**src/hdl/max_falling_path_sum_unit_assert.svh**
```systemverilog
// Assertion macros used by the falling path sum datapath (mfps_dp).
// Include by bare file name inside a module body; no other dependencies.
`ifndef MAX_FALLING_PATH_SUM_UNIT_ASSERT_SVH
`define MAX_FALLING_PATH_SUM_UNIT_ASSERT_SVH

// Check that cons holds in the same cycle as ante.
`define MFPS_ASSERT_SAME(lbl, clk, rst_n, ante, cons, msg) \
  lbl: assert property (@(posedge clk) disable iff (!rst_n) (ante) |-> (cons)) \
    else $error(msg);

// Check that cons holds in the cycle after ante.
`define MFPS_ASSERT_NEXT(lbl, clk, rst_n, ante, cons, msg) \
  lbl: assert property (@(posedge clk) disable iff (!rst_n) (ante) |=> (cons)) \
    else $error(msg);

`endif

```
**src/hdl/mfps_ram.sv**
```systemverilog
// Generic single-port-write, single-port-read RAM with registered read data.
// No dependencies.
`default_nettype none

module mfps_ram #(
  parameter  int Width = 32,
  parameter  int Depth = 128,
  localparam int AddrW = (Depth > 1) ? $clog2(Depth) : 1
) (
  input  wire logic                     clk_i,
  input  wire logic                     we_i,
  input  wire logic [AddrW-1:0]         waddr_i,
  input  wire logic [Width-1:0]         wdata_i,
  input  wire logic                     re_i,
  input  wire logic [AddrW-1:0]         raddr_i,
  output      logic [Width-1:0]         rdata_o
);

  logic [Width-1:0] mem_q [Depth];
  logic [Width-1:0] rdata_q;

  always_ff @(posedge clk_i) begin
    if (we_i) begin
      mem_q[waddr_i] <= wdata_i;
    end
    if (re_i) begin
      rdata_q <= mem_q[raddr_i];
    end
  end

  assign rdata_o = rdata_q;

endmodule

`default_nettype wire

```
**config.mk**
```make
export PLATFORM = sky130hd
export DESIGN_NAME = mfps_ram
export DESIGN_NICKNAME = d
export VERILOG_FILES = /design/src/hdl/max_falling_path_sum_unit_assert.svh /design/src/hdl/mfps_ram.sv
export SDC_FILE = /design/constraint.sdc
export NUM_CORES = 2
export LEC_CHECK = 0
export BUFFER_PORTS_ARGS = -buffer_cell sky130_fd_sc_hd__buf_2
export CORE_MARGIN = 10
export CORE_UTILIZATION = 65
export CTS_BUF_LIST = sky130_fd_sc_hd__clkbuf_16
export DETAILED_ROUTE_END_ITERATION = 12
export PLACE_DENSITY_LB_ADDON = 0.12
export SLEW_MARGIN = 20
export SYNTH_ARGS = -nofsm -noshare
export SYNTH_HDL_FRONTEND = slang
export SYNTH_SLANG_ARGS = --single-unit
```
**constraint.sdc**
```tcl
create_clock -name clk_i -period 7 [get_ports clk_i]
set_clock_uncertainty 0.1 [all_clocks]
set_input_delay 1.4 -clock clk_i [delete_from_list [all_inputs] [get_ports clk_i]]
set_output_delay 1.4 -clock clk_i [all_outputs]
set_load 0.01 [all_outputs]
```
# After elaboration in Yosys (flattened, before gate mapping)
# Memory sizes are Yosys's and may differ from the RTL's. A register that Yosys moved wholly into a read port is not among the register bits.
# Index checks and enable logic that the tools add are counted.
[word_totals]
ff_bits = 0
word_cells = 3
output_inout_bits = 32
mem_bits_rw = 4096
mem_count = 1
[mem_list]
columns = ["memory", "depth", "word_bits", "read_ports", "rd_ports_with_merged_regs", "wr", "line_no", "source"]
rows = [
  ["mem_q", 128, 32, 1, 1, 1, "mfps_ram.sv:19", "logic [Width-1:0] mem_q [Depth];"],
]
[op_classes]
n_mux = 2
[ops]
columns = ["cell", "count"]
rows = [
  ["$mux W1", 2],
]

# Depth between registers and ports, before layout
[depth]
depth_word = 2
mapped_depth = 8
depth_no_buf = 4

# Worst setup path before layout
# OpenSTA, ideal clock, no wires.
[synth_timing]
path_kind = "input to register"
from = "input we_i"
to = "memory mem_q[98][0] (enable)"
arrival_ns = 4.178
stages = 3
slack_ns = 2.261
path_cell_list = "clkbuf_1 -> nand4_1 -> nor3_1"
[synth_via]
elab_chain_cells = 2
[synth_rtl]
columns = ["element", "line_no", "source"]
rows = [
  ["start: declaration", "mfps_ram.sv:11", "input wire logic we_i,"],
  ["$mux W1", "mfps_ram.sv:23", "if (we_i) begin"],
  ["$mux W1 (implied by the code)", "mfps_ram.sv:24", "mem_q[waddr_i] <= wdata_i;"],
  ["end: declaration", "mfps_ram.sv:19", ""],
]
# Every way passes these cells.

==> impl_metrics.env <==
export IMPL_rows=180
export IMPL_dieWidth_um=510.8
export IMPL_setup_slack_ps=2669
export IMPL_p_int_mw=40.34
export IMPL_grt_max_degree=97
export IMPL_cts_repair_resized=0
export IMPL_final_cell_mix="edfxtp_1, mux4_2, clkbuf_16"
export IMPL_drc=0
export IMPL_start_kind="primary input"
export IMPL_drv_cap=0
export IMPL_timing_fmax_mhz=230.9
export IMPL_post_cts_buffers=0
export IMPL_hold_buffers=0
export IMPL_p_sw_mw=10.65
export IMPL_period_share_pct=61.87
export IMPL_io_pins=81
export IMPL_outcome="completed"
export IMPL_cts_root_buffer="clkbuf_16"
export IMPL_p_comb_share_pct=5.1
export IMPL_synth_seq_cells=4128
export IMPL_worstPathRequired_ps=7620
export IMPL_slew_headroom_pct=23.12
export IMPL_final_util_pct=73.34
export IMPL_cpMostUsedCell="mux4_2"
export IMPL_finalHoldViolations=0
export IMPL_slew_violations=0
export IMPL_ys_warn_count=0
export IMPL_track_usage_pct=31.23
export IMPL_drt_wl_total_um=405000
export IMPL_ant_nets=0
export IMPL_clockBufferDepth=4
export IMPL_hold_class="primary input to flip-flop"
export IMPL_syn_area_um2=156600
export IMPL_grt_pass1_vias=72993
export IMPL_setup_tns_ps=0
export IMPL_clk_latency_ps=990
export IMPL_p_clk_share_pct=41.1
export IMPL_firstDrtPassIters=8
export IMPL_syn_area_per_cell_um2=26.14
export IMPL_gp_congestion=0.8306
export IMPL_yosysTopAreaCell="edfxtp_1"
export IMPL_path_class="primary input to flip-flop"
export IMPL_period_needed_ps=4331
export IMPL_dp_slack_ps=1703
export IMPL_power_density_nw_per_um2=289.6
export IMPL_synth_cell_types=16
export IMPL_ys_seq_area_share_pct=79.16
export IMPL_synth_nets=6039
export IMPL_grt_pass1_wl_um=570900
export IMPL_whs_ps=750.0
export IMPL_cpMaxStageDelayCell="buf_8"
export IMPL_switching_share_pct=20.88
export IMPL_power_mw=50.99
export IMPL_cts_max_level=5
export IMPL_path_clk_slew_ps=60
export IMPL_synthCells=5990
export IMPL_layout_commonest_cell="edfxtp_1"
export IMPL_core_um2=240100
export IMPL_cts_tree="done"
export IMPL_max_stage_delay_ps=620
export IMPL_synthFlopType="edfxtp_1"
export IMPL_path_cells="buf_8 -> buf_12 -> buf_4 -> mux4_2 -> mux4_2 -> mux4_2 -> mux2_2"
export IMPL_p_seq_share_pct=53.7
export IMPL_ir_worst_vdd_mv=0.3326
export IMPL_num_vias=72178
export IMPL_num_nets_final=6474
export IMPL_initial_core_util_pct=65.23
export IMPL_synth_edf_count=4128
export IMPL_async_flop_share_pct=0
export IMPL_die_area_um2=261000
export IMPL_antenna_found_initial=57
export IMPL_drive_gt1_share_pct=35.54
export IMPL_worstPathArrival_ps=4950
export IMPL_worstPathMaxFanout=73
export IMPL_grt_setup_unrepaired="false"
export IMPL_dr_first_iter_drc_count=11972
export IMPL_portBuffers=80
export IMPL_hpwl_um=223300
export IMPL_viasPerCell=7.265
export IMPL_wl_per_cell_um=40.76
export IMPL_die_y_um=510.8
export IMPL_area_delta_synth_final_pct=12.43
export IMPL_ys_top_cells_by_area="edfxtp_1, mux4_2, clkbuf_1"
export IMPL_cp_end_kind="flip-flop"
export IMPL_setup_viol=0
export IMPL_cts_buffers=408
export IMPL_cts_sinks=4128
export IMPL_worst_pin_slew_ps=1153
export IMPL_grt_ovfl_total=0
export IMPL_synth_top_area_share_pct=79.16
export IMPL_leakagePower_nw=54.42
==> logic make-up (layout without fill, tap and decap cells) <==
group | after synthesis | count (layout) | synth area share, %
buffers and inverters | 316 | 1056 | 0.8373
muxes | 1376 | 1376 | 19.56
DFF | 4128 | 4128 | 79.16
other | 0 | 20 | 0
and+or+nand+nor | 170 | 170 | 0.4450
==> synth_stat cells (3+ instances only) <==
library cell,n
nor2_1,122
buf_1,50
buf_2,79
mux2_2,32
nand3_1,12
nor3_1,9
nand4_1,3
buf_4,3
clkbuf_1,182
mux4_2,1344
nand2_1,14
nor2b_1,7
edfxtp_1,4128
==> metrics by stage <==
stage	cell area [um2]	std cells
after floorplan	156600	5990
after detailed placement	163300	9198
final	176100	9935
after global routing	176000	9925
after CTS	176000	9913
after global placement	163200	9197
==> power by group through the flow <==
stage | Combinational (mW) | Sequential, mW | Clock (mW)
finish | 2.62 | 27.4 | 21.0
global route | 2.72 | 27.4 | 22.1
CTS | 2.60 | 27.4 | 21.1
detailed placement | 2.58 | 27.9 | 0
global placement | 2.54 | 27.9 | 0
floorplan | 1.32 | 27.9 | 0
==> worst max-delay path, delay by kind of cell <==
family / cells / cell delay, ps
muxes: 4 / 1820
buffers and inverters: 3 / 1470
==> state kept, by name, summed over array words and instances (netlist names) <==
signal and cells:
rdata_o 32, mem_q 4096
==> layer usage <==
metal / part of all wire, % / wire [um] / global-route usage [%]
met1: 36 / 143900 / 44.75
met2: 48 / 193100 / 47.74
met3: 13 / 52510 / 8.547
met4: 3.8 / 15410 / 10.73
met5: 0.020 / 82 / 0
==> area by class of cell <==
class	instances	area, um2
Timing Repair Buffer	341	3088
Sequential cell	4128	124000
Clock inverter	303	2384
Tap cell	3185	3985
Multi-Input combinational cell	1546	32290
Clock buffer	412	10310
Fill cell	12792	64010
Antenna cell	20	50.05
==> final timing paths <==
check	startpoint	endpoint	slack, ps	depth (start not counted)
worst max-delay path	raddr_i[2]	rdata_o[5]	2670	7
worst min-delay path	wdata_i[29]	mem_q[83][29]	750	1
worst max register to register	mem_q[69][7]	rdata_o[7]	4090	4
worst min register to register	mem_q[95][17]	rdata_o[17]	1100	4
No activity file was read; power rests on OpenSTA's default activity.
