$ cat src/hdl/max_falling_path_sum_unit_assert.svh
// Assertion macros used by the falling path sum datapath (mfps_dp).
// Include by bare file name inside a module body; no other dependencies.
`ifndef MAX_FALLING_PATH_SUM_UNIT_ASSERT_SVH
`define MAX_FALLING_PATH_SUM_UNIT_ASSERT_SVH

// Check that cons holds in the same cycle as ante.
`define MFPS_ASSERT_SAME(lbl, clk, rst_n, ante, cons, msg) \
  lbl: assert property (@(posedge clk) disable iff (!rst_n) (ante) |-> (cons)) \
    else $error(msg);

// Check that cons holds in the cycle after ante.
`define MFPS_ASSERT_NEXT(lbl, clk, rst_n, ante, cons, msg) \
  lbl: assert property (@(posedge clk) disable iff (!rst_n) (ante) |=> (cons)) \
    else $error(msg);

`endif

$ cat src/hdl/mfps_pkg.sv
// Shared types and constants of the falling path sum unit.
// No dependencies; imported by the sequencer, datapath and top level.
`default_nettype none

package mfps_pkg;

  localparam int CellW    = 16;
  localparam int SumW     = 32;
  localparam int NumColsW = 7;

  localparam logic [NumColsW-1:0] NumColsRst = NumColsW'(64);

  localparam logic signed [SumW-1:0] SumMax = {1'b0, {(SumW-1){1'b1}}};
  localparam logic signed [SumW-1:0] SumMin = {1'b1, {(SumW-1){1'b0}}};

  // Per-cell control handed from the sequencer to the datapath.
  typedef struct packed {
    logic first_row;
    logic left_ok;
    logic right_ok;
    logic row_end;
    logic last;
  } mfps_ctl_t;

endpackage

`default_nettype wire

$ cat src/hdl/mfps_dp.sv
// Compute stage: neighbor window, forwarding, saturating add, row best, result register.
// Depends on mfps_pkg and the assertion macro header.
`default_nettype none

module mfps_dp
  import mfps_pkg::*;
#(
  parameter int AddrW = 7
) (
  input  wire logic                    clk_i,
  input  wire logic                    rst_ni,
  input  wire logic                    accept_i,
  output      logic                    in_ready_o,
  input  wire logic signed [CellW-1:0] cell_i,
  input  wire mfps_ctl_t               ctl_i,
  input  wire logic                    re_i,
  input  wire logic [AddrW-1:0]        raddr_i,
  input  wire logic [AddrW-1:0]        waddr_i,
  input  wire logic [SumW-1:0]         rdata_i,
  output      logic                    we_o,
  output      logic [AddrW-1:0]        waddr_o,
  output      logic [SumW-1:0]         wdata_o,
  output      logic                    out_valid_o,
  input  wire logic                    out_ready_i,
  output      logic [SumW-1:0]         best_sum_o,
  output      logic                    saturated_o
);

  logic                    s1_valid_q;
  mfps_ctl_t               ctl_q;
  logic signed [CellW-1:0] cell_q;
  logic [AddrW-1:0]        waddr_q;
  logic                    fwd_q;
  logic signed [SumW-1:0]  fwd_data_q;
  logic signed [SumW-1:0]  win_left_q;
  logic signed [SumW-1:0]  win_cur_q;
  logic signed [SumW-1:0]  first_sum_q;
  logic signed [SumW-1:0]  row_best_q;
  logic                    clamp_q;
  logic                    out_valid_q;
  logic [SumW-1:0]         out_sum_q;
  logic                    out_sat_q;

  logic                    s1_move;
  logic signed [SumW-1:0]  right_val;
  logic signed [SumW-1:0]  best_lc;
  logic signed [SumW-1:0]  best_up;
  logic signed [SumW:0]    sum_w;
  logic                    ovf;
  logic signed [SumW-1:0]  sum32;
  logic signed [SumW-1:0]  row_best_d;
  logic                    clamp_d;

  // A waiting result blocks only a last cell from leaving the stage.
  assign s1_move    = s1_valid_q && !(ctl_q.last && out_valid_q && !out_ready_i);
  assign in_ready_o = !s1_valid_q || s1_move;

  assign right_val = fwd_q ? fwd_data_q : $signed(rdata_i);

  always_comb begin
    best_lc = win_cur_q;
    if (ctl_q.left_ok && (win_left_q > win_cur_q)) begin
      best_lc = win_left_q;
    end
    best_up = best_lc;
    if (ctl_q.right_ok && (right_val > best_lc)) begin
      best_up = right_val;
    end
  end

  always_comb begin
    if (ctl_q.first_row) begin
      sum_w = (SumW+1)'(cell_q);
    end else begin
      sum_w = (SumW+1)'(best_up) + (SumW+1)'(cell_q);
    end
    ovf = (sum_w[SumW] != sum_w[SumW-1]);
    if (ovf) begin
      sum32 = sum_w[SumW] ? SumMin : SumMax;
    end else begin
      sum32 = sum_w[SumW-1:0];
    end
    row_best_d = (!ctl_q.left_ok || (sum32 > row_best_q)) ? sum32 : row_best_q;
    clamp_d    = clamp_q || ovf;
  end

  assign we_o    = s1_move;
  assign waddr_o = waddr_q;
  assign wdata_o = sum32;

  // Control state.
  always_ff @(posedge clk_i or negedge rst_ni) begin
    if (!rst_ni) begin
      s1_valid_q  <= 1'b0;
      fwd_q       <= 1'b0;
      row_best_q  <= '0;
      clamp_q     <= 1'b0;
      out_valid_q <= 1'b0;
    end else begin
      if (accept_i) begin
        s1_valid_q <= 1'b1;
        fwd_q      <= re_i && s1_move && (waddr_q == raddr_i);
      end else if (s1_move) begin
        s1_valid_q <= 1'b0;
      end
      if (s1_move) begin
        if (ctl_q.last) begin
          row_best_q <= '0;
          clamp_q    <= 1'b0;
        end else begin
          row_best_q <= row_best_d;
          clamp_q    <= clamp_d;
        end
      end
      if (s1_move && ctl_q.last) begin
        out_valid_q <= 1'b1;
      end else if (out_ready_i) begin
        out_valid_q <= 1'b0;
      end
    end
  end

  // Payload.
  always_ff @(posedge clk_i) begin
    if (accept_i) begin
      ctl_q      <= ctl_i;
      cell_q     <= cell_i;
      waddr_q    <= waddr_i;
      fwd_data_q <= sum32;
    end
    if (s1_move) begin
      if (!ctl_q.left_ok) begin
        first_sum_q <= sum32;
      end
      // At row end the previous-row window restarts at column zero of this row.
      if (ctl_q.row_end) begin
        win_cur_q <= ctl_q.left_ok ? first_sum_q : sum32;
      end else begin
        win_left_q <= win_cur_q;
        win_cur_q  <= right_val;
      end
      if (ctl_q.last) begin
        out_sum_q <= row_best_d;
        out_sat_q <= clamp_d;
      end
    end
  end

  assign out_valid_o = out_valid_q;
  assign best_sum_o  = out_sum_q;
  assign saturated_o = out_sat_q;

`include "max_falling_path_sum_unit_assert.svh"

  `MFPS_ASSERT_NEXT(a_stall_hold, clk_i, rst_ni, s1_valid_q && !s1_move, s1_valid_q && $stable(cell_q), "stalled cell left the compute stage")
  `MFPS_ASSERT_SAME(a_fwd_needs_read, clk_i, rst_ni, s1_valid_q && fwd_q, ctl_q.right_ok, "forward hit on a cell with no right neighbor")
  `MFPS_ASSERT_NEXT(a_grid_restart, clk_i, rst_ni, s1_move && ctl_q.last, !clamp_q && out_valid_q, "grid end did not clear clamp flag or post result")

endmodule

`default_nettype wire

$ cat config.mk
export PLATFORM = sky130hd
export DESIGN_NAME = mfps_dp
export DESIGN_NICKNAME = d
export VERILOG_FILES = /design/src/hdl/mfps_pkg.sv /design/src/hdl/mfps_dp.sv
export VERILOG_INCLUDE_DIRS = /design/src /design/src/hdl
export SDC_FILE = /design/constraint.sdc
export NUM_CORES = 1
export LEC_CHECK = 0
export BUFFER_PORTS_ARGS = -buffer_cell sky130_fd_sc_hd__buf_2
export CORE_MARGIN = 5
export CORE_UTILIZATION = 54
export CTS_CLUSTER_DIAMETER = 150
export DETAILED_ROUTE_END_ITERATION = 12
export PLACE_DENSITY = 0.77
export SLEW_MARGIN = 15
export SYNTH_ARGS = -nofsm -noshare
export SYNTH_HDL_FRONTEND = slang
export SYNTH_SLANG_ARGS = --single-unit
$ cat constraint.sdc
create_clock -name clk_i -period 8.9 [get_ports clk_i]
set_input_delay 1.335 -clock clk_i [delete_from_list [all_inputs] [get_ports clk_i]]
set_output_delay 1.335 -clock clk_i [all_outputs]
set_load 0.005 [all_outputs]
# After elaboration in Yosys (flattened, before gate mapping)
# Cells that the tools add are included.
classes:
  order_cmp: 3
  bitwise_logic: 1
  add_sub_neg: 1
  n_mux: 15
  reduce_logical: 19
  eq_ne: 2
ops:
  columns: ["cell", "count"]
  rows:
  - ["$mux W32", 9]
  - ["$gt A32 B32 Y1", 3]
  - ["$add A32 B16 Y33", 1]
  - ["$mux W33", 1]
  - ["$logic_and A1 B1 Y1", 8]
  - ["$eq A7 B7 Y1", 1]
  - ["$mux W1", 5]
  - ["$logic_not A1 Y1", 4]
  - ["$reduce_and A2 Y1", 2]
  - ["$reduce_bool A2 Y1", 2]
  - ["$logic_or A1 B1 Y1", 3]
  - ["$ne A1 B1 Y1", 1]
  - ["$not A1 Y1", 1]
word_totals:
  inputBits: 72
  output_inout_bits: 75
  register_bits: 225
  word_cells: 59

# Depth between registers and ports, before layout
depth:
  ltp_word: 14
  ltp_mapped: 49
  mapped_depth_nobuf: 43

# Worst setup path before layout
# Ideal clock, no wire load.
synth_timing:
  path_kind: "register to register"
  startpoint: "reg win_left_q[13]"
  endpoint: "reg out_sum_q[18], in the netlist best_sum_o[18], data pin"
  period_less_slack_ns: 9.750
  path_buffers: 5
  path_stages_with_launch: 44
  t_arrival_ns: 9.482
  slack_ns: -0.850
  required_time_ns: 8.632
  setup_ns: 0.268
  cell_sequence: "edfxtp_1 ha_1 a21o_1 a21o_1 a211oi_1 o31ai_1 a211oi_1 mux2i_1 buf_2 mux2i_1 ha_1 a21o_1 a21o_1 a21oi_1 o21ai_0 a21oi_1 nand2_1 or4b_2 [8 not listed] o2111ai_1 a21oi_1 nor2_1 o41a_1 o21ai_0 xor2_1 o21ai_1 inv_1 ha_1 nand4_1 or2_1 or4_1 a21o_1 a21o_1 nand3_1 buf_2 clkbuf_1 o22ai_1"
synth_between:
  elab_chain_cells: 13
  elab_cells_between_ends: 14
  cone_classes: "add/sub (1); order compare (3); eq/ne (1); mux (6); reduce/logical (3)"
synth_rtl:
  columns: ["element", "line", "text"]
  rows:
  - ["from (decl)", "mfps_dp.sv:35", "logic signed [SumW-1:0] win_left_q;"]
  - ["from (signal assigned)", "mfps_dp.sv:139", "win_left_q <= win_cur_q;"]
  - ["$gt A32 B32 Y1", "mfps_dp.sv:62", "if (ctl_q.left_ok && (win_left_q > win_cur_q)) begin"]
  - ["$logic_and A1 B1 Y1", "mfps_dp.sv:62", null]
  - ["$mux W32 *", "mfps_dp.sv:62", null]
  - ["$gt A32 B32 Y1", "mfps_dp.sv:66", "if (ctl_q.right_ok && (right_val > best_lc)) begin"]
  - ["$logic_and A1 B1 Y1", "mfps_dp.sv:66", null]
  - ["$mux W32 *", "mfps_dp.sv:66", null]
  - ["$add A32 B16 Y33 *", "mfps_dp.sv:75", "sum_w = (SumW+1)'(best_up) + (SumW+1)'(cell_q);"]
  - ["$mux W33 *", "mfps_dp.sv:72", "if (ctl_q.first_row) begin"]
  - ["$mux W32 or $ne A1 B1 Y1 (tied branches)", "mfps_dp.sv:79, mfps_dp.sv:77", null]
  - ["$mux W32 *", "mfps_dp.sv:78", "if (ovf) begin"]
  - ["named net wdata_o[28]", "mfps_dp.sv:22", "output logic [SumW-1:0] wdata_o,"]
  - ["$gt A32 B32 Y1 *", "mfps_dp.sv:83", "row_best_d = (!ctl_q.left_ok || (sum32 > row_best_q)) ? sum32 : row_best_q;"]
  - ["$logic_or A1 B1 Y1 *", "mfps_dp.sv:83", null]
  - ["$mux W32 *", "mfps_dp.sv:83", null]
  - ["named net row_best_d[18]", "mfps_dp.sv:51", "logic signed [SumW-1:0] row_best_d;"]
  - ["to (signal assigned)", "mfps_dp.sv:143", "out_sum_q <= row_best_d;"]
  - ["to (decl)", "mfps_dp.sv:41", "logic [SumW-1:0] out_sum_q;"]
# Mark *: on every way through the listed nets, which the timed path passes. The rest lies on a longest branch.
# A chain may end at the register's enable or synchronous reset.

# Worst setup path after layout
layout_timing:
  startpoint: "reg win_left_q[1]"
  endpoint: "reg row_best_q[0]"
layout_between:
  elab_chain_cells: 14
  elab_cells_between_ends: 15
  cone_classes: "add/sub (1); order compare (3); eq/ne (1); mux (7); reduce/logical (3)"
layout_rtl:
  columns: ["element", "line", "text"]
  rows:
  - ["$gt A32 B32 Y1", "mfps_dp.sv:62", null]
  - ["$logic_and A1 B1 Y1", "mfps_dp.sv:62", null]
  - ["$mux W32 *", "mfps_dp.sv:62", null]
  - ["$gt A32 B32 Y1", "mfps_dp.sv:66", null]
  - ["$logic_and A1 B1 Y1", "mfps_dp.sv:66", null]
  - ["$mux W32 *", "mfps_dp.sv:66", null]
  - ["$add A32 B16 Y33 *", "mfps_dp.sv:75", null]
  - ["$mux W33 *", "mfps_dp.sv:72", null]
  - ["$mux W32 or $ne A1 B1 Y1 (tied branches)", "mfps_dp.sv:79, mfps_dp.sv:77", null]
  - ["$mux W32 *", "mfps_dp.sv:78", null]
  - ["$gt A32 B32 Y1", "mfps_dp.sv:83", null]
  - ["$logic_or A1 B1 Y1", "mfps_dp.sv:83", null]
  - ["$mux W32 *", "mfps_dp.sv:83", null]
  - ["$mux W32 *", "mfps_dp.sv:107", "if (ctl_q.last) begin"]
  - ["to (signal assigned)", "mfps_dp.sv:111", "row_best_q <= row_best_d;"]
  - ["to (decl)", "mfps_dp.sv:38", "logic signed [SumW-1:0] row_best_q;"]
# Every way passes the cells marked *; elsewhere a longest branch is shown, timed or not.

==> flow_summary.yaml <==
status:
  status: "finished with violations"
  violations: "setup timing"
setup_path:
  crit_path_frequent_cell: "buf_4"
  worst_setup_path_end_kind: "flop"
  cp-start-kind: "flop"
  critPathRequiredTime_ps: 9370
  arrival_ps: 10590
  cp_max_fo: 22
  cp_slowest_cell: "a2111oi_2"
  crit_path_max_incr_delay_ps: 450
  worstSetupPathType: "reg2reg"
power:
  p_switching_uw: 3060
  comb_power_share_pct: 63.6
  leakagePower_uw: 0.00918
  power.internal_uw: 4310
  ir_drop_uv: 308
  swShare_pct: 41.5
  clock_power_share_pct: 13.9
  finalPower_uw: 7370
  p_per_area_nw_per_um2: 346
  power_frac_seq_pct: 22.5
clocking:
  root_buffer: "clkbuf_16"
  htreeDepth: 1
  clock_path_buffers: 3
  cts_made_buffers: 24
  cts_sinks: 225
  clock_latency_ps: 550
  postCtsHoldBufs: 0
  cts_tree: "built"
  path_clk_slew_ps: 70
sta:
  final_hold_viol_count: 0
  fmax_ghz: 0.0988
  min_period_ps: 10120
  worst_pin_slew_ps: 1030
  drv_slew: 0
  relSlewSlack_pct: 31.0
  finalSetupViolations: 96
  tns_ps: -90140
  grt_setup_unrepaired: "true"
  finalCritPeriodShare_pct: 114
  skew_ps: 19.0
  fin_ws_ps: -1220
synth:
  ys_seq_area_share_pct: 45.8
  synthFlopType: "edfxtp_1"
  netlist_area_sq_um: 14300
  syn_area_per_cell_sq_um: 10.9
  mappedNetlistNets: 1520
  synth_warnings: 0
  ys_types: 78
  syn_inst: 1319
  synth-edff-count: 189
  synthArstFlopShare_pct: 16.0
  ys_ff_latch: 225
detailed_routing:
  ant_nets: 0
  wirelength_mm: 60.4
  drc: 0
  avgRoutedWirePerCell_microns: 27.3
  routed_via_density: 6.60
  dr.pass1.iters: 6
  vias: 14606
  drt_iter0_markers: 2138
hold_path:
  min_path_type: "reg2reg"
layout:
  synthToLayoutAreaGrowth_pct: 48.5
  final_cell_area_sq_um: 21300
  nNetsFinal: 2062
  drive_gt1_share_pct: 47.7
  num-fill-cells: 1358
  final_cells: 2214
  multiInputGateArea_sq_um: 8650
  diodes: 0
  regArea_sq_um: 6580
global_route:
  grt_pass1_wl_mm: 80.6
  grt_overflow: 0
  grt_pass1_vias: 13849
  grt_use_total_pct: 33.8
  antenna_found_initial: 1
  grt_max_degree: 66
floorplan:
  core_area_sq_um: 26100
  initial_core_util_pct: 54.9
  die_h_microns: 173
  ios: 147
  die-area_sq_um: 29900
  num_rows: 59
  dieWidth_microns: 173
placed_design:
  placed_area_sq_um: 18000
  port-buffer-count: 146
  place.gp.congestion: 0.949
  place_ws_ps: -1030
  dp.cells: 2059
  hpwlAfterDp_mm: 35.6
flow_run:
  drv_cap: 0
## repair_timing
item                       in CTS  in global routing
gates resized for setup       164                148
setup buffers                  43                 61
pin swaps                      60                 71
setup endpoints to repair      96                 96
gates cloned                    9                  6
## final cells by class
type	instances	share of cell area (%)
clock buffers	30	3.17
flip-flops and latches	225	30.9
clock inverters	14	0.470
multi-input cells	925	40.6
repair buffers	576	21.0
well taps	335	1.97
inverters	109	1.92
## synthesized netlist by cell type, drive strengths merged, types with 3 or more instances
master   instances  area (sq um)
o2bb2ai          7          61.3
buf             19          92.6
a31o             4          35.0
nor2b           11          68.8
o221a            7          78.8
dfrtp           36           901
o211ai          17           141
ha             128          1600
o211a            3          37.5
maj3             4          40.0
a22o            24           210
xor2            13           114
and2             8          50.1
o22ai            6          37.5
nand2b           5          31.3
mux2i           63           631
mux2            54           608
nor2            53           206
a2bb2oi          3          26.3
nor3             6          30.0
nand4           32           200
nand3b          13          97.6
o21ai           86           449
a31oi           41           278
nand2           76           285
inv            109           409
or4              3          26.3
a21o            35           263
edfxtp         189          5680
a21oi           87           439
o21a            20           150
clkbuf          42           159
a211oi          14           115
xnor2           22           193
and3             6          37.5
nand3           19           100
or2              5          31.3
o31ai            8          60.1
nor4             3          18.8
o21bai          10          75.1
## worst paths after layout
path | end | cells past startpoint | start | slack (ps)
worst min-delay path | win_left_q[21] | 0 | win_cur_q[21] | 490
worst max-delay path | row_best_q[0] | 47 | win_left_q[1] | -1220
max in group asynchronous | fwd_q | 1 | rst_ni | 7390
min in group asynchronous | row_best_q[8] | 1 | rst_ni | 900
worst max register to register | row_best_q[0] | 47 | win_left_q[1] | -1220
worst min register to register | win_left_q[21] | 0 | win_cur_q[21] | 490
## sequential cells by signal (all words and copies together), names as in the netlist, 5 cells and up
signal,cells
best_sum_o,32
cell_q,16
ctl_q,5
first_sum_q,32
fwd_data_q,32
row_best_q,32
waddr_o,7
win_cur_q,32
win_left_q,32
## critical path, delay by kind of cell, from the launching register on
family	cells	cell delay, ps
flip-flops	1	400
AND/OR/NAND/NOR	13	2210
AO/OA/AOI/OAI	17	3770
buffers and inverters	11	1880
multiplexers	2	620
adder cells (fa/ha/maj)	4	1160
## cells in the final DEF, fill, tap and decap left out, types with 10 or more instances in the layout
cell       synthesis  layout
buf_4              0     364
edfxtp_1         189     189
buf_2             17     144
ha_1             128     106
inv_1            109     104
nand2_1           76      64
a21oi_1           86      57
o21ai_0           76      55
buf_6              0      42
nor2_1            52      39
mux2_2            54      39
dfrtp_1           36      35
a21o_1            35      34
nand4_1           32      32
mux2i_1           63      32
a31oi_1           39      31
clkbuf_16          0      31
a21oi_2            1      27
a22o_1            24      24
xnor2_1           22      22
mux2i_4            0      21
ha_4               0      21
o21a_1            20      19
o211ai_1          16      16
o21ai_2            2      15
mux2_4             0      15
nand3_1           18      14
nand3b_1          13      13
buf_12             0      13
o21bai_1          10      10
mux2i_2            0      10
xor2_1            13      10
## cells by family (layout without fill, tap and decap cells)
| group | after synthesis | count (layout) | synth area share [%] |
|---|---|---|---|
| flops | 225 | 225 | 45.8 |
| mux | 117 | 117 | 8.64 |
| buf+inv | 170 | 729 | 4.61 |
| compound gates | 394 | 394 | 18.7 |
| fa+ha+maj | 133 | 133 | 11.6 |
| xor+xnor | 35 | 35 | 2.14 |
| simple gates | 245 | 246 | 8.53 |
## per-layer routing
layer / global-route usage, % / share of wire (%)
met5: 0 / 0.022
met4: 10.1 / 5.7
met2: 55.1 / 46
met3: 5.87 / 13
met1: 46.8 / 36
## power groups by stage
stage / Clock, uW / Sequential, uW / Combinational (uW)
finish: 1030 / 1660 / 4690
detailed placement: 0 / 1630 / 3290
CTS: 1010 / 1620 / 3870
floorplan: 0 / 1590 / 1840
global placement: 0 / 1620 / 3200
global route: 1080 / 1670 / 4850
## stage by stage
stage,utilization [%],hold slack (ps)
2_1_floorplan,-,449
3_3_place_gp,68.8,453
3_5_place_dp,68.8,463
4_1_cts,76.7,478
5_1_grt,81.5,502
6_report,81.5,488
Note: power is estimated with default switching activity, not from simulation.
