===== src/hdl/max_falling_path_sum_unit_assert.svh =====
// Assertion macros used by the falling path sum datapath (mfps_dp).
// Include by bare file name inside a module body; no other dependencies.
`ifndef MAX_FALLING_PATH_SUM_UNIT_ASSERT_SVH
`define MAX_FALLING_PATH_SUM_UNIT_ASSERT_SVH

// Check that cons holds in the same cycle as ante.
`define MFPS_ASSERT_SAME(lbl, clk, rst_n, ante, cons, msg) \
  lbl: assert property (@(posedge clk) disable iff (!rst_n) (ante) |-> (cons)) \
    else $error(msg);

// Check that cons holds in the cycle after ante.
`define MFPS_ASSERT_NEXT(lbl, clk, rst_n, ante, cons, msg) \
  lbl: assert property (@(posedge clk) disable iff (!rst_n) (ante) |=> (cons)) \
    else $error(msg);

`endif


===== src/hdl/mfps_pkg.sv =====
// Shared types and constants of the falling path sum unit.
// No dependencies; imported by the sequencer, datapath and top level.
`default_nettype none

package mfps_pkg;

  localparam int CellW    = 16;
  localparam int SumW     = 32;
  localparam int NumColsW = 7;

  localparam logic [NumColsW-1:0] NumColsRst = NumColsW'(64);

  localparam logic signed [SumW-1:0] SumMax = {1'b0, {(SumW-1){1'b1}}};
  localparam logic signed [SumW-1:0] SumMin = {1'b1, {(SumW-1){1'b0}}};

  // Per-cell control handed from the sequencer to the datapath.
  typedef struct packed {
    logic first_row;
    logic left_ok;
    logic right_ok;
    logic row_end;
    logic last;
  } mfps_ctl_t;

endpackage

`default_nettype wire


===== src/hdl/mfps_seq.sv =====
// Column sequencer: width register, column/row/half tracking, row store addresses.
// Depends on mfps_pkg.
`default_nettype none

module mfps_seq
  import mfps_pkg::*;
#(
  parameter  int MaxCols = 64,
  localparam int AddrW   = $clog2(2 * MaxCols)
) (
  input  wire logic                  clk_i,
  input  wire logic                  rst_ni,
  input  wire logic                  cfg_valid_i,
  output      logic                  cfg_ready_o,
  input  wire logic [NumColsW-1:0]   cfg_data_i,
  input  wire logic                  accept_i,
  input  wire logic                  last_i,
  output      mfps_ctl_t             ctl_o,
  output      logic                  re_o,
  output      logic [AddrW-1:0]      raddr_o,
  output      logic [AddrW-1:0]      waddr_o
);

  localparam int ColW  = (MaxCols > 1) ? $clog2(MaxCols) : 1;
  localparam int NumW  = (ColW + 1 > NumColsW) ? ColW + 1 : NumColsW;

  logic [NumColsW-1:0] num_cols_q;
  logic [ColW-1:0]     col_q;
  logic                first_row_q;
  logic                half_q;

  logic [NumW-1:0]     num_ext;
  logic [NumW-1:0]     eff_cols;
  logic [NumW-1:0]     col_nx;
  logic                right_ok;

  assign cfg_ready_o = 1'b1;

  // Clamp the width register to 1..MaxCols.
  always_comb begin
    num_ext = NumW'(num_cols_q);
    priority if (num_ext == '0) begin
      eff_cols = NumW'(1);
    end else if (num_ext > NumW'(MaxCols)) begin
      eff_cols = NumW'(MaxCols);
    end else begin
      eff_cols = num_ext;
    end
  end

  assign col_nx   = NumW'(col_q) + NumW'(1);
  assign right_ok = (col_nx < eff_cols);

  assign ctl_o.first_row = first_row_q;
  assign ctl_o.left_ok   = (col_q != '0);
  assign ctl_o.right_ok  = right_ok;
  assign ctl_o.row_end   = !right_ok;
  assign ctl_o.last      = last_i;

  // Fetch the right neighbor from the previous-row half; write into the other half.
  assign re_o    = accept_i && right_ok;
  assign raddr_o = half_q ? AddrW'(MaxCols) + AddrW'(col_nx) : AddrW'(col_nx);
  assign waddr_o = half_q ? AddrW'(col_q) : AddrW'(MaxCols) + AddrW'(col_q);

  always_ff @(posedge clk_i or negedge rst_ni) begin
    if (!rst_ni) begin
      num_cols_q  <= NumColsRst;
      col_q       <= '0;
      first_row_q <= 1'b1;
      half_q      <= 1'b0;
    end else begin
      if (cfg_valid_i && cfg_ready_o) begin
        num_cols_q <= cfg_data_i;
      end
      if (accept_i) begin
        priority if (last_i) begin
          col_q       <= '0;
          first_row_q <= 1'b1;
          half_q      <= 1'b0;
        end else if (!right_ok) begin
          col_q       <= '0;
          first_row_q <= 1'b0;
          half_q      <= !half_q;
        end else begin
          col_q <= col_nx[ColW-1:0];
        end
      end
    end
  end

endmodule

`default_nettype wire


===== config.mk =====
export PLATFORM = sky130hd
export DESIGN_NAME = mfps_seq
export DESIGN_NICKNAME = d
export VERILOG_FILES = /design/src/hdl/max_falling_path_sum_unit_assert.svh /design/src/hdl/mfps_pkg.sv /design/src/hdl/mfps_seq.sv
export SDC_FILE = /design/constraint.sdc
export NUM_CORES = 1
export LEC_CHECK = 0
export BUFFER_PORTS_ARGS = -buffer_cell sky130_fd_sc_hd__buf_2
export CELL_PAD_IN_SITES_DETAIL_PLACEMENT = 1
export CELL_PAD_IN_SITES_GLOBAL_PLACEMENT = 1
export CORE_MARGIN = 1
export CORE_UTILIZATION = 39
export CTS_BUF_LIST = sky130_fd_sc_hd__clkbuf_8
export DETAILED_ROUTE_END_ITERATION = 12
export HOLD_SLACK_MARGIN = 0.1
export PLACE_DENSITY = 0.88
export SLEW_MARGIN = 30
export SYNTH_ARGS = -nofsm -noshare
export SYNTH_HDL_FRONTEND = slang
export SYNTH_SLANG_ARGS = --single-unit
export TNS_END_PERCENT = 30

===== constraint.sdc =====
create_clock -name clk_i -period 3.6 [get_ports clk_i]
set_input_delay 1.08 -clock clk_i [delete_from_list [all_inputs] [get_ports clk_i]]
set_output_delay 1.08 -clock clk_i [all_outputs]
set_load 0.01 [all_outputs]

After elaboration in Yosys (flattened, before gate mapping)
Index checks and enable logic that the tools add are counted.
Operators by class
  reduce and logical (&&, ||, !) cells: 6
  $add $sub $neg: 3
  muxes and demuxes: 10
  order comparisons: 2
  equality and inequality tests: 1
Operators by type and width (count)
  2-to-1 mux 7 bit: 4
  2-to-1 mux 6 bit: 2
  adder 6 x 1 -> 7 bit (second input constant): 1
  adder 7 x 6 -> 7 bit (first input constant): 1
  adder 7 bit (first input constant): 1
  greater-than comparator 7 bit (second input constant): 1
  zero test 7 bit: 1
  < comparator 7 bit: 1
  nonzero test 6 bit: 1
  2-to-1 mux 1 bit: 4
  zero test 1 bit: 2
  != test 2 bit (second input constant): 1
  AND reduction 2 bit: 1
  logical AND 1 bit: 1
Storage, ports and cells
  logic and storage cells: 26
  bits in registers: 15
  bits of input ports: 12
  output and inout bits: 21

Logic depth before layout (Yosys ltp)
Gate-level depths: netlist (run 1).
  word-level depth: 6
  mapped depth: 10
  gate-level depth less buffers: 10

Least setup slack after synthesis (run 1)
No wires, ideal clock.
  path kind: reg-to-output
  start: reg col_q[0]
  end: out re_o
  arrival time: 2.144 ns
  data required time: 2.520 ns
  cell stages (with the launch flop): 10
  buffers on the path: 0
  setup slack: 0.376 ns
  cell sequence: dfrtp_1 ha_1 nand3_1 nand2b_1 nand2_1 ha_1 a211o_1 a21oi_1 o21a_4 and2_1
Between the ends
  word-level cells in the longest chain between the ends: 3
Ends and longest elaborated chain
  start: declaration: RTL line mfps_seq.sv:28  | logic [ColW-1:0] col_q;
  start signal: assignment: RTL line mfps_seq.sv:85  | col_q <= col_nx[ColW-1:0];
  adder 6 x 1 -> 7 bit: RTL line mfps_seq.sv:51  | assign col_nx = NumW'(col_q) + NumW'(1);
  < comparator 7 bit: RTL line mfps_seq.sv:52  | assign right_ok = (col_nx < eff_cols);
  via right_ok: RTL line mfps_seq.sv:35  | logic right_ok;
  logical AND 1 bit: RTL line mfps_seq.sv:61  | assign re_o = accept_i && right_ok;
  end: declaration: RTL line mfps_seq.sv:19  | output logic re_o,
The timed path passes the listed nets, and every way through them passes these cells.

Worst setup path in the final report (run 1)
  start: reg col_q[0]
  end: out re_o
Between the ends
  word-level cells in the longest chain between the ends: 3
Ends and longest elaborated chain (RTL line)
  adder 6 x 1 -> 7 bit: mfps_seq.sv:51
  < comparator 7 bit: mfps_seq.sv:52
  logical AND 1 bit: mfps_seq.sv:61
Every way passes these cells.

==> results of run 1 <==
## sequential cells by signal, indices dropped and copies added, names as in the netlist
name	count
half_q	1
first_row_q	1
num_cols_q	7
col_q	6
## cell usage after synthesis (2+ instances only)
cell | number | area, um^2
buf_4 | 4 | 30.0
nand3_1 | 3 | 15.0
a21oi_1 | 2 | 10.0
o22ai_1 | 2 | 12.5
o2111ai_1 | 2 | 17.5
ha_1 | 8 | 100
mux2_2 | 7 | 78.8
nand2_1 | 13 | 48.8
nor3_1 | 2 | 10.0
o211ai_1 | 3 | 22.5
dfrtp_1 | 13 | 325
xnor2_1 | 3 | 26.3
inv_1 | 10 | 37.5
clkbuf_1 | 2 | 7.51
dfstp_2 | 2 | 52.6
o221ai_1 | 4 | 35.0
nand2b_1 | 2 | 12.5
## final timing paths
kind / cells past startpoint / end / start / slack, ps
worst max-delay path: 10 / re_o / col_q[0] / 130
worst min-delay path: 1 / first_row_q / first_row_q / 520
worst max register to register: 10 / col_q[4] / col_q[0] / 1230
worst min register to register: 1 / first_row_q / first_row_q / 520
max in group asynchronous: 1 / first_row_q / rst_ni / 2550
min in group asynchronous: 1 / num_cols_q[0] / rst_ni / 740
## power groups by stage
stage	Combinational, mW	Sequential (mW)	Clock [mW]
6_report	0.432	0.249	0.139
5_1_grt	0.476	0.255	0.151
4_1_cts	0.433	0.242	0.141
3_5_place_dp	0.428	0.245	0
3_3_place_gp	0.408	0.242	0
2_1_floorplan	0.273	0.245	0
## metal layers
metal / vias to the layer above / share of wire
met1: 425 / 0.45
met2: 19 / 0.51
met3: 4 / 0.028
met4: 0 / 0.0077
met5: - / 0
li1: 422 / -
## repair_timing
item / in CTS / in global routing
resized for setup: 1 / 6
hold buffers: 0 / 0
endpoints found under the setup margin: 1 / 3
## final cells by class
| type | instances | share of cell area |
|---|---|---|
| clock buffer | 3 | 0.0328 |
| inverter | 10 | 0.0298 |
| tap | 30 | 0.0298 |
| multi-input combinational | 71 | 0.467 |
| clock inverter | 1 | 0.00397 |
| sequential | 15 | 0.302 |
| timing repair buffer | 33 | 0.135 |
## cells by family after synthesis
logic type	Yosys count	synth area share
buffers and inverters	16	0.0740
AOI/OAI and AO/OA	20	0.174
DFF	15	0.372
and+or+nand+nor	30	0.155
adders and majority gates	8	0.0986
xor gates and xnor gates	4	0.0345
other	1	0.00370
muxes	8	0.0876
## worst register-to-register path, stage by stage, from the launching register on
cell,delay [ps]
dfrtp_2,450
ha_4,190
nand3_2,100
nand2b_1,140
nand2_1,90
ha_1,320
a211o_1,270
a21oi_2,170
and2_2,240
o211ai_1,130
o221ai_1,180
## stage by stage
stage | TNS (ps) | utilization | hold WS [ps] | area (um^2) | setup WS [ps]
global placement | 0 | 0.478 | 507 | 1180 | 254
detailed placement | 0 | 0.478 | 516 | 1180 | 219
CTS | 0 | 0.498 | 525 | 1230 | 3.38
finish | 0 | 0.509 | 518 | 1260 | 132
global route | -13.3 | 0.509 | 529 | 1260 | -13.3
floorplan | 0 | - | 481 | 1010 | 376
## placed cells by master (no fill, tap or decap), types with 2 or more instances in the layout
cell type,netlist,layout
buf_2,0,31
nand2_1,13,13
dfrtp_1,13,11
inv_1,10,10
mux2_2,7,7
ha_1,8,7
o221ai_1,4,4
xnor2_1,3,3
o211ai_1,3,3
clkbuf_8,0,3
nand3_2,1,2
nand3_1,3,2
nand2b_1,2,2
nor3_2,1,2
o22ai_1,2,2
o2111ai_1,2,2
dfrtp_2,0,2
dfstp_2,2,2
buf_4,4,2
==> impl_metrics.json, run 1 <==
{
  "yosysSeqAreaShare": 0.372,
  "clock-sinks": 15,
  "hp-class": "flop to flop",
  "fin_crit_ps": 3470,
  "n_fill_cell": 314,
  "cts.path.max_buffers": 2,
  "grt_overflow": 0,
  "multi_input_area_um2": 588,
  "power.internal_mw": 0.471,
  "cts-root-buf": "clkbuf_8",
  "fin_cells": 163,
  "synth_cell_types": 37,
  "drc_errors": 0,
  "seqCellArea_um2": 380,
  "gp_congestion": 0.814,
  "io_buffers": 31,
  "syn_area_mm2": 0.00101,
  "synth-seq-cells": 15,
  "grt_use_met3": 0.0316,
  "synthCells": 102,
  "routed_wl_um": 2610,
  "detail_route.first_pass.iterations": 4,
  "switching_share": 0.426,
  "grtUsageMet1": 0.269,
  "drt_iter0_markers": 7,
  "grt_antenna_before_repair": 0,
  "grt_pass1_vias": 890,
  "hpwlAfterDp_um": 2000,
  "core_area_mm2": 0.00248,
  "wire_per_inst_um": 16.0,
  "synth_edf_count": 0,
  "cp.buffers_inverters": 1,
  "busiest_layer": "met2",
  "nNetsFinal": 154,
  "diodes": 0,
  "start_util": 0.410,
  "vias_per_cell": 5.34,
  "drive_gt1_frac": 0.436,
  "die_area_mm2": 0.00281,
  "cts_setup_buffers": 0,
  "cellLeakagePower_nw": 0.605,
  "period_share": 0.963,
  "power_density_mw_per_mm2": 651,
  "grt_util_met2": 0.338,
  "max-vdd-ir-drop_uv": 385,
  "clkPwrFrac": 0.170,
  "critPathMaxFanout": 5,
  "areaGrowthSynthToFinish_pct": 24.2,
  "seq_power_share": 0.304,
  "status": "finished clean",
  "grt_start_max_net_pins": 16,
  "switchingPower_mw": 0.350,
  "post-place-cells": 159,
  "die_w_um": 53.0,
  "power_mw": 0.820,
  "synth.avg_cell_area_um2": 9.95,
  "vias": 870,
  "pin_count": 33,
  "hold_violations": 0,
  "synth_fp_nets": 122,
  "crit_arrival_ps": 2390,
  "combPwrFrac": 0.527,
  "grt_pass1_wl_um": 4140,
  "ant_nets": 0,
  "worstSkewPairLatency_ps": 250,
  "yosys_most_used_dff": "dfrtp_1",
  "h-tree-depth": 1,
  "setup.worst_path.start_class": "flop",
  "clkTransAtPathRegs_ps": 60,
  "cts_buffers": 3,
  "cp_top_family": "compound AO/OA/AOI/OAI gates",
  "slowest_stage": "dfrtp_2",
  "timing.fmax_mhz": 288,
  "placementRows": 18,
  "final.setup_skew_ps": 0.952,
  "timing.max_cap.violations": 0,
  "die_y_um": 53.0,
  "slew_viol_final": 0,
  "path_class": "flop to output port",
  "path_cells": "ha_4, nand3_2, nand2b_1, nand2_1, ha_1, a211o_1, a21oi_2, o21a_4, and2_1, buf_2",
  "critPathCaptureType": "output port",
  "required_ps": 2520,
  "max_stage_delay_ps": 450,
  "setup_viol": 0,
  "cts_tree": "yes",
  "yosysWarnings": 0,
  "track_usage": 0.208,
  "synth-async-reset-ratio": 1.00
}
Power figures use the tool's default switching activity.
==> inputs of run 2 (changes only) <==
--- a/config.mk
+++ b/config.mk
@@ -6,14 +6,14 @@
 export NUM_CORES = 1
 export LEC_CHECK = 0
 export BUFFER_PORTS_ARGS = -buffer_cell sky130_fd_sc_hd__buf_2
-export CELL_PAD_IN_SITES_DETAIL_PLACEMENT = 1
-export CELL_PAD_IN_SITES_GLOBAL_PLACEMENT = 1
+export CELL_PAD_IN_SITES_DETAIL_PLACEMENT = 2
+export CELL_PAD_IN_SITES_GLOBAL_PLACEMENT = 2
 export CORE_MARGIN = 1
-export CORE_UTILIZATION = 39
+export CORE_UTILIZATION = 31
 export CTS_BUF_LIST = sky130_fd_sc_hd__clkbuf_8
 export DETAILED_ROUTE_END_ITERATION = 12
 export HOLD_SLACK_MARGIN = 0.1
-export PLACE_DENSITY = 0.88
+export PLACE_DENSITY = 0.87
 export SLEW_MARGIN = 30
 export SYNTH_ARGS = -nofsm -noshare
 export SYNTH_HDL_FRONTEND = slang
==> run 2 against run 1 <==
Net effect: register-to-register slack got worse by 20 ps; sequential cell count unchanged; critical path depth shrank 1; clock skew is essentially flat; sequential power about the same.
==> impl_metrics.json, run 2 (same netlist as run 1, synthesis figures left out) <==
{
  "placementRows": 20,
  "timing.rr.start": "col_q[4]",
  "seqCellArea_um2": 380,
  "max-vdd-ir-drop_uv": 281,
  "die_area_mm2": 0.00351,
  "diodes": 0,
  "gp_congestion": 0.798,
  "required_ps": 2520,
  "grt_overflow": 0,
  "pin_count": 33,
  "whs_endpoint": "first_row_q",
  "h-tree-depth": 1,
  "crit_arrival_ps": 2390,
  "setup.worst_path.start_class": "flop",
  "cts_hold_buf": 0,
  "core_area_mm2": 0.00308,
  "cts.path.max_buffers": 2,
  "clkTransAtPathRegs_ps": 60,
  "ant_nets": 0,
  "critPathMaxFanout": 5,
  "io_buffers": 31,
  "cts-root-buf": "clkbuf_8",
  "multi_input_area_um2": 616,
  "drive_gt1_frac": 0.467,
  "hold_slack_ps": 513,
  "hp-class": "flop to flop",
  "timing.max_cap.violations": 0,
  "hpwlAfterDp_um": 2280,
  "worstHoldStart": "first_row_q",
  "grt_pass1_wl_um": 4970,
  "timing.fmax_mhz": 288,
  "slew_viol_final": 0,
  "n_fill_cell": 328,
  "track_usage": 0.196,
  "vias_per_cell": 5.16,
  "start_util": 0.330,
  "largest_reg_flops": 7,
  "top_regs": "num_cols_q (7), col_q (6)",
  "r2r_cells": 9,
  "layout_common_cells": "31 x buf_2, 12 x nand2_1, 11 x inv_1, 11 x dfrtp_1, 7 x mux2_2",
  "setup_viol": 0,
  "period_share": 0.965,
  "fin_crit_ps": 3470,
  "drt_iter0_markers": 11,
  "cellLeakagePower_nw": 0.626,
  "cts_tree": "yes",
  "regMostFlops": "num_cols_q",
  "routed_wl_um": 3140,
  "path_class": "flop to output port",
  "power_density_mw_per_mm2": 651,
  "die_w_um": 59.2,
  "areaGrowthSynthToFinish_pct": 30.0,
  "grt_pass1_vias": 936,
  "detail_route.first_pass.iterations": 4,
  "min_path_cells": 1,
  "hold_violations": 0,
  "grt_antenna_before_repair": 0,
  "status": "finished clean",
  "layout_commonest_cell": "buf_2",
  "worstSkewPairLatency_ps": 250,
  "die_y_um": 59.2,
  "clock-sinks": 15,
  "drc_errors": 0,
  "nNetsFinal": 156,
  "wire_per_inst_um": 17.5,
  "rrSetupSlack_ps": 1210,
  "critPathCaptureType": "output port",
  "power_mw": 0.859,
  "cts_buffers": 3,
  "worstReg2RegEnd": "col_q[0]",
  "grt_start_max_net_pins": 16,
  "final.setup_skew_ps": 1.28,
  "vias": 924
}
[run 2: worst max path at each step]
stage | startpoint | to | slack, ps | cells after the start
after global placement | col_q[0] | re_o | 220 | 10
after CTS | col_q[0] | re_o | 10 | 10
after floorplan | col_q[0] | re_o | 380 | 9
final | col_q[4] | re_o | 130 | 9
after detailed placement | col_q[0] | re_o | 150 | 10
after global routing | col_q[1] | re_o | -40 | 9
[run 2: routing by layer]
metal  GRT usage  wire (um)
met3      0.0306        119
met2       0.318       1600
met5           0          0
met4      0.0714         48
met1       0.262       1380
[run 2: critical path, stage by stage (launching register included)]
cell	delay (ps)
dfrtp_1	440
inv_1	160
nor3_2	230
xnor2_1	200
ha_1	310
o21a_1	200
a21oi_2	190
o21a_4	170
and2_1	120
buf_2	120
[run 2: final cells by class]
type	count	area share
multi-input combinational	71	0.467
clock buffer	3	0.0313
sequential	15	0.288
inverter	10	0.0285
tap	44	0.0417
timing repair buffer	35	0.140
clock inverter	1	0.00285
[run 2: metrics by stage]
step | std cells | setup TNS (ps) | setup slack (ps) | utilization | area (um^2)
2_1_floorplan | 102 | 0 | 376 | - | 1010
3_3_place_gp | 173 | 0 | 224 | 0.391 | 1200
3_5_place_dp | 173 | 0 | 153 | 0.391 | 1200
4_1_cts | 177 | 0 | 10.1 | 0.409 | 1260
5_1_grt | 179 | -42.5 | -42.5 | 0.428 | 1320
6_report | 179 | 0 | 126 | 0.428 | 1320
[run 2: what timing repair did]
action,CTS,global route
pin swaps,0,2
gates resized for setup,3,8
hold endpoints to repair,0,0
setup buffers,0,2
setup endpoints to repair,3,3
[run 2: power by group]
group / internal (mW) / switching (mW) / total [mW]
sequential: 0.205 / 0.0447 / 0.250
clock: 0.0756 / 0.0626 / 0.138
combinational: 0.205 / 0.266 / 0.471
total: 0.486 / 0.373 / 0.859
==> inputs of run 3 (changes only) <==
--- a/config.mk
+++ b/config.mk
@@ -9,11 +9,11 @@
 export CELL_PAD_IN_SITES_DETAIL_PLACEMENT = 2
 export CELL_PAD_IN_SITES_GLOBAL_PLACEMENT = 2
 export CORE_MARGIN = 1
-export CORE_UTILIZATION = 31
+export CORE_UTILIZATION = 28
 export CTS_BUF_LIST = sky130_fd_sc_hd__clkbuf_8
 export DETAILED_ROUTE_END_ITERATION = 12
 export HOLD_SLACK_MARGIN = 0.1
-export PLACE_DENSITY = 0.87
+export PLACE_DENSITY = 0.83
 export SLEW_MARGIN = 30
 export SYNTH_ARGS = -nofsm -noshare
 export SYNTH_HDL_FRONTEND = slang
==> constraint.sdc (replaced) <==
create_clock -name clk_i -period 2.9 [get_ports clk_i]
set_input_delay 0.87 -clock clk_i [delete_from_list [all_inputs] [get_ports clk_i]]
set_output_delay 0.87 -clock clk_i [all_outputs]
set_load 0.01 [all_outputs]
==> run 3 against run 2 <==
Net effect: clock skew grew 1.2 ps; via count grew 9.1%; largest cell class unchanged; sequential cell count is the same; the run now ends with negative setup slack left; global-route usage grew 1.4 points.
==> impl_metrics.json, run 3 (same netlist as run 1, synthesis figures left out) <==
{
  "status": "complete, but fails checks",
  "violations": "negative setup slack",
  "die_area_mm2": 0.00387,
  "nNetsFinal": 175,
  "slew_viol_final": 0,
  "hold_slack_ps": 514,
  "vias_per_cell": 5.04,
  "rsz0062_at_grt": "true",
  "power_density_mw_per_mm2": 800,
  "grtUsageMet1": 0.230,
  "cellLeakagePower_nw": 0.771,
  "wire_per_inst_um": 20.1,
  "clock-sinks": 15,
  "cp.buffers_inverters": 1,
  "layout_commonest_cell": "buf_2",
  "slowest_stage": "dfrtp_2",
  "cp_top_family": "compound AO/OA/AOI/OAI gates",
  "layout_common_cells": "30 x buf_2, 20 x buf_4, 11 x nand2_1, 10 x inv_1, 9 x dfrtp_1",
  "die_w_um": 62.2,
  "cts.path.max_buffers": 2,
  "drt_iter0_markers": 10,
  "max-vdd-ir-drop_uv": 387,
  "hpwlAfterDp_um": 2600,
  "crit_top_cell": "ha_4",
  "setup_viol": 3,
  "cts_tree": "yes",
  "fin_crit_ps": 3170,
  "worstSkewPairLatency_ps": 260,
  "grt_util_met2": 0.385,
  "path_cells": "ha_4, nand3_4, nand2b_4, nand2_4, ha_4, a211o_1, a21oi_2, o21a_4, and2_4, buf_6",
  "h-tree-depth": 1,
  "areaGrowthSynthToFinish_pct": 58.2,
  "final.setup_skew_ps": 2.48,
  "clkTransAtPathRegs_ps": 70,
  "critPathMaxFanout": 5,
  "fin_cells": 200,
  "detail_route.first_pass.iterations": 4,
  "start_util": 0.297,
  "crit_arrival_ps": 2300,
  "hold_violations": 0,
  "cts_buffers": 3,
  "core_area_mm2": 0.00342,
  "power_mw": 1.28,
  "diodes": 0,
  "path_class": "flop to output port",
  "timing.max_cap.violations": 0,
  "required_ps": 2030,
  "critPathLaunch": "col_q[0]",
  "fin_ws_ps": -272,
  "io_buffers": 31,
  "vias": 1008,
  "critPathCaptureType": "output port",
  "largest_reg_flops": 7,
  "placementRows": 21,
  "track_usage": 0.210,
  "pin_count": 33,
  "regMostFlops": "num_cols_q",
  "rrSetupSlack_ps": 400,
  "grt_antenna_before_repair": 0,
  "drive_gt1_frac": 0.630,
  "busiest_layer": "met2",
  "grt_pass1_vias": 1190,
  "cts-root-buf": "clkbuf_8",
  "timing.rr.start": "col_q[0]",
  "grt_overflow": 0,
  "top_regs": "num_cols_q (7), col_q (6)",
  "gp_congestion": 0.771,
  "max_stage_delay_ps": 430,
  "grt_start_max_net_pins": 16,
  "hp-class": "input pin to async pin",
  "timing.fmax_mhz": 315,
  "die_y_um": 62.2,
  "routed_wl_um": 4020,
  "setup.worst_path.start_class": "flop",
  "grt_use_met3": 0.0515,
  "drc_errors": 0,
  "period_share": 1.09,
  "post-place-cells": 188,
  "ant_nets": 0,
  "grt_pass1_wl_um": 6190
}
## run 3: changes by cell type in the layout (fill, tap and decap cells not counted), moves of 4 or more
cell | before | now
ha_1 | 6 | 1
ha_4 | 2 | 6
buf_4 | 4 | 20
buf_6 | 0 | 4
## run 3: path summary, 6_finish.rpt
check,depth (start not counted),to
max reg2reg,11,col_q[4]
min in group clk_i,1,first_row_q
min reg2reg,1,first_row_q
min,1,num_cols_q[1]
max in group asynchronous,1,first_row_q
max,10,re_o
## run 3: what timing repair did
item,4_1_cts,5_1_grt
gates resized for setup,14,14
setup endpoints to repair,3,3
hold buffers,0,0
buffers inserted,4,4
pin swaps,10,9
## run 3: per-layer routing
layer	share of wire	routed length (um)
met4	0.039	155
met3	0.041	165
met5	0	0
met2	0.53	2130
met1	0.39	1570
## run 3: cell type report
cell class                      instances  area, um^2
Clock buffer                            3        41.3
Sequential cell                        15         383
Timing Repair Buffer                   54         345
Tap cell                               46        57.6
Clock inverter                          1        3.75
Fill cell                             367        1810
Multi-Input combinational cell         71         737
Inverter                               10        37.5
## run 3: metrics by stage
step	setup TNS (ps)	util	setup WS, ps	area, um^2
3_3_place_gp	-37.9	0.390	-37.9	1330
2_1_floorplan	0	-	0.511	1040
6_report	-646	0.470	-272	1610
3_5_place_dp	-455	0.390	-223	1330
5_1_grt	-868	0.470	-346	1610
4_1_cts	-757	0.437	-312	1490
## run 3: where the power goes
group | switching, mW | total, mW | internal [mW]
sequential | 0.0500 | 0.306 | 0.256
clock | 0.0920 | 0.187 | 0.0945
combinational | 0.415 | 0.792 | 0.378
## run 3: worst register-to-register path: cells and delay by family, from the launching register on
kind	cells	cell delay (ps)
fa+ha+maj	2	400
buf+inv	1	140
flops	1	430
simple gates	4	520
compound gates	4	900
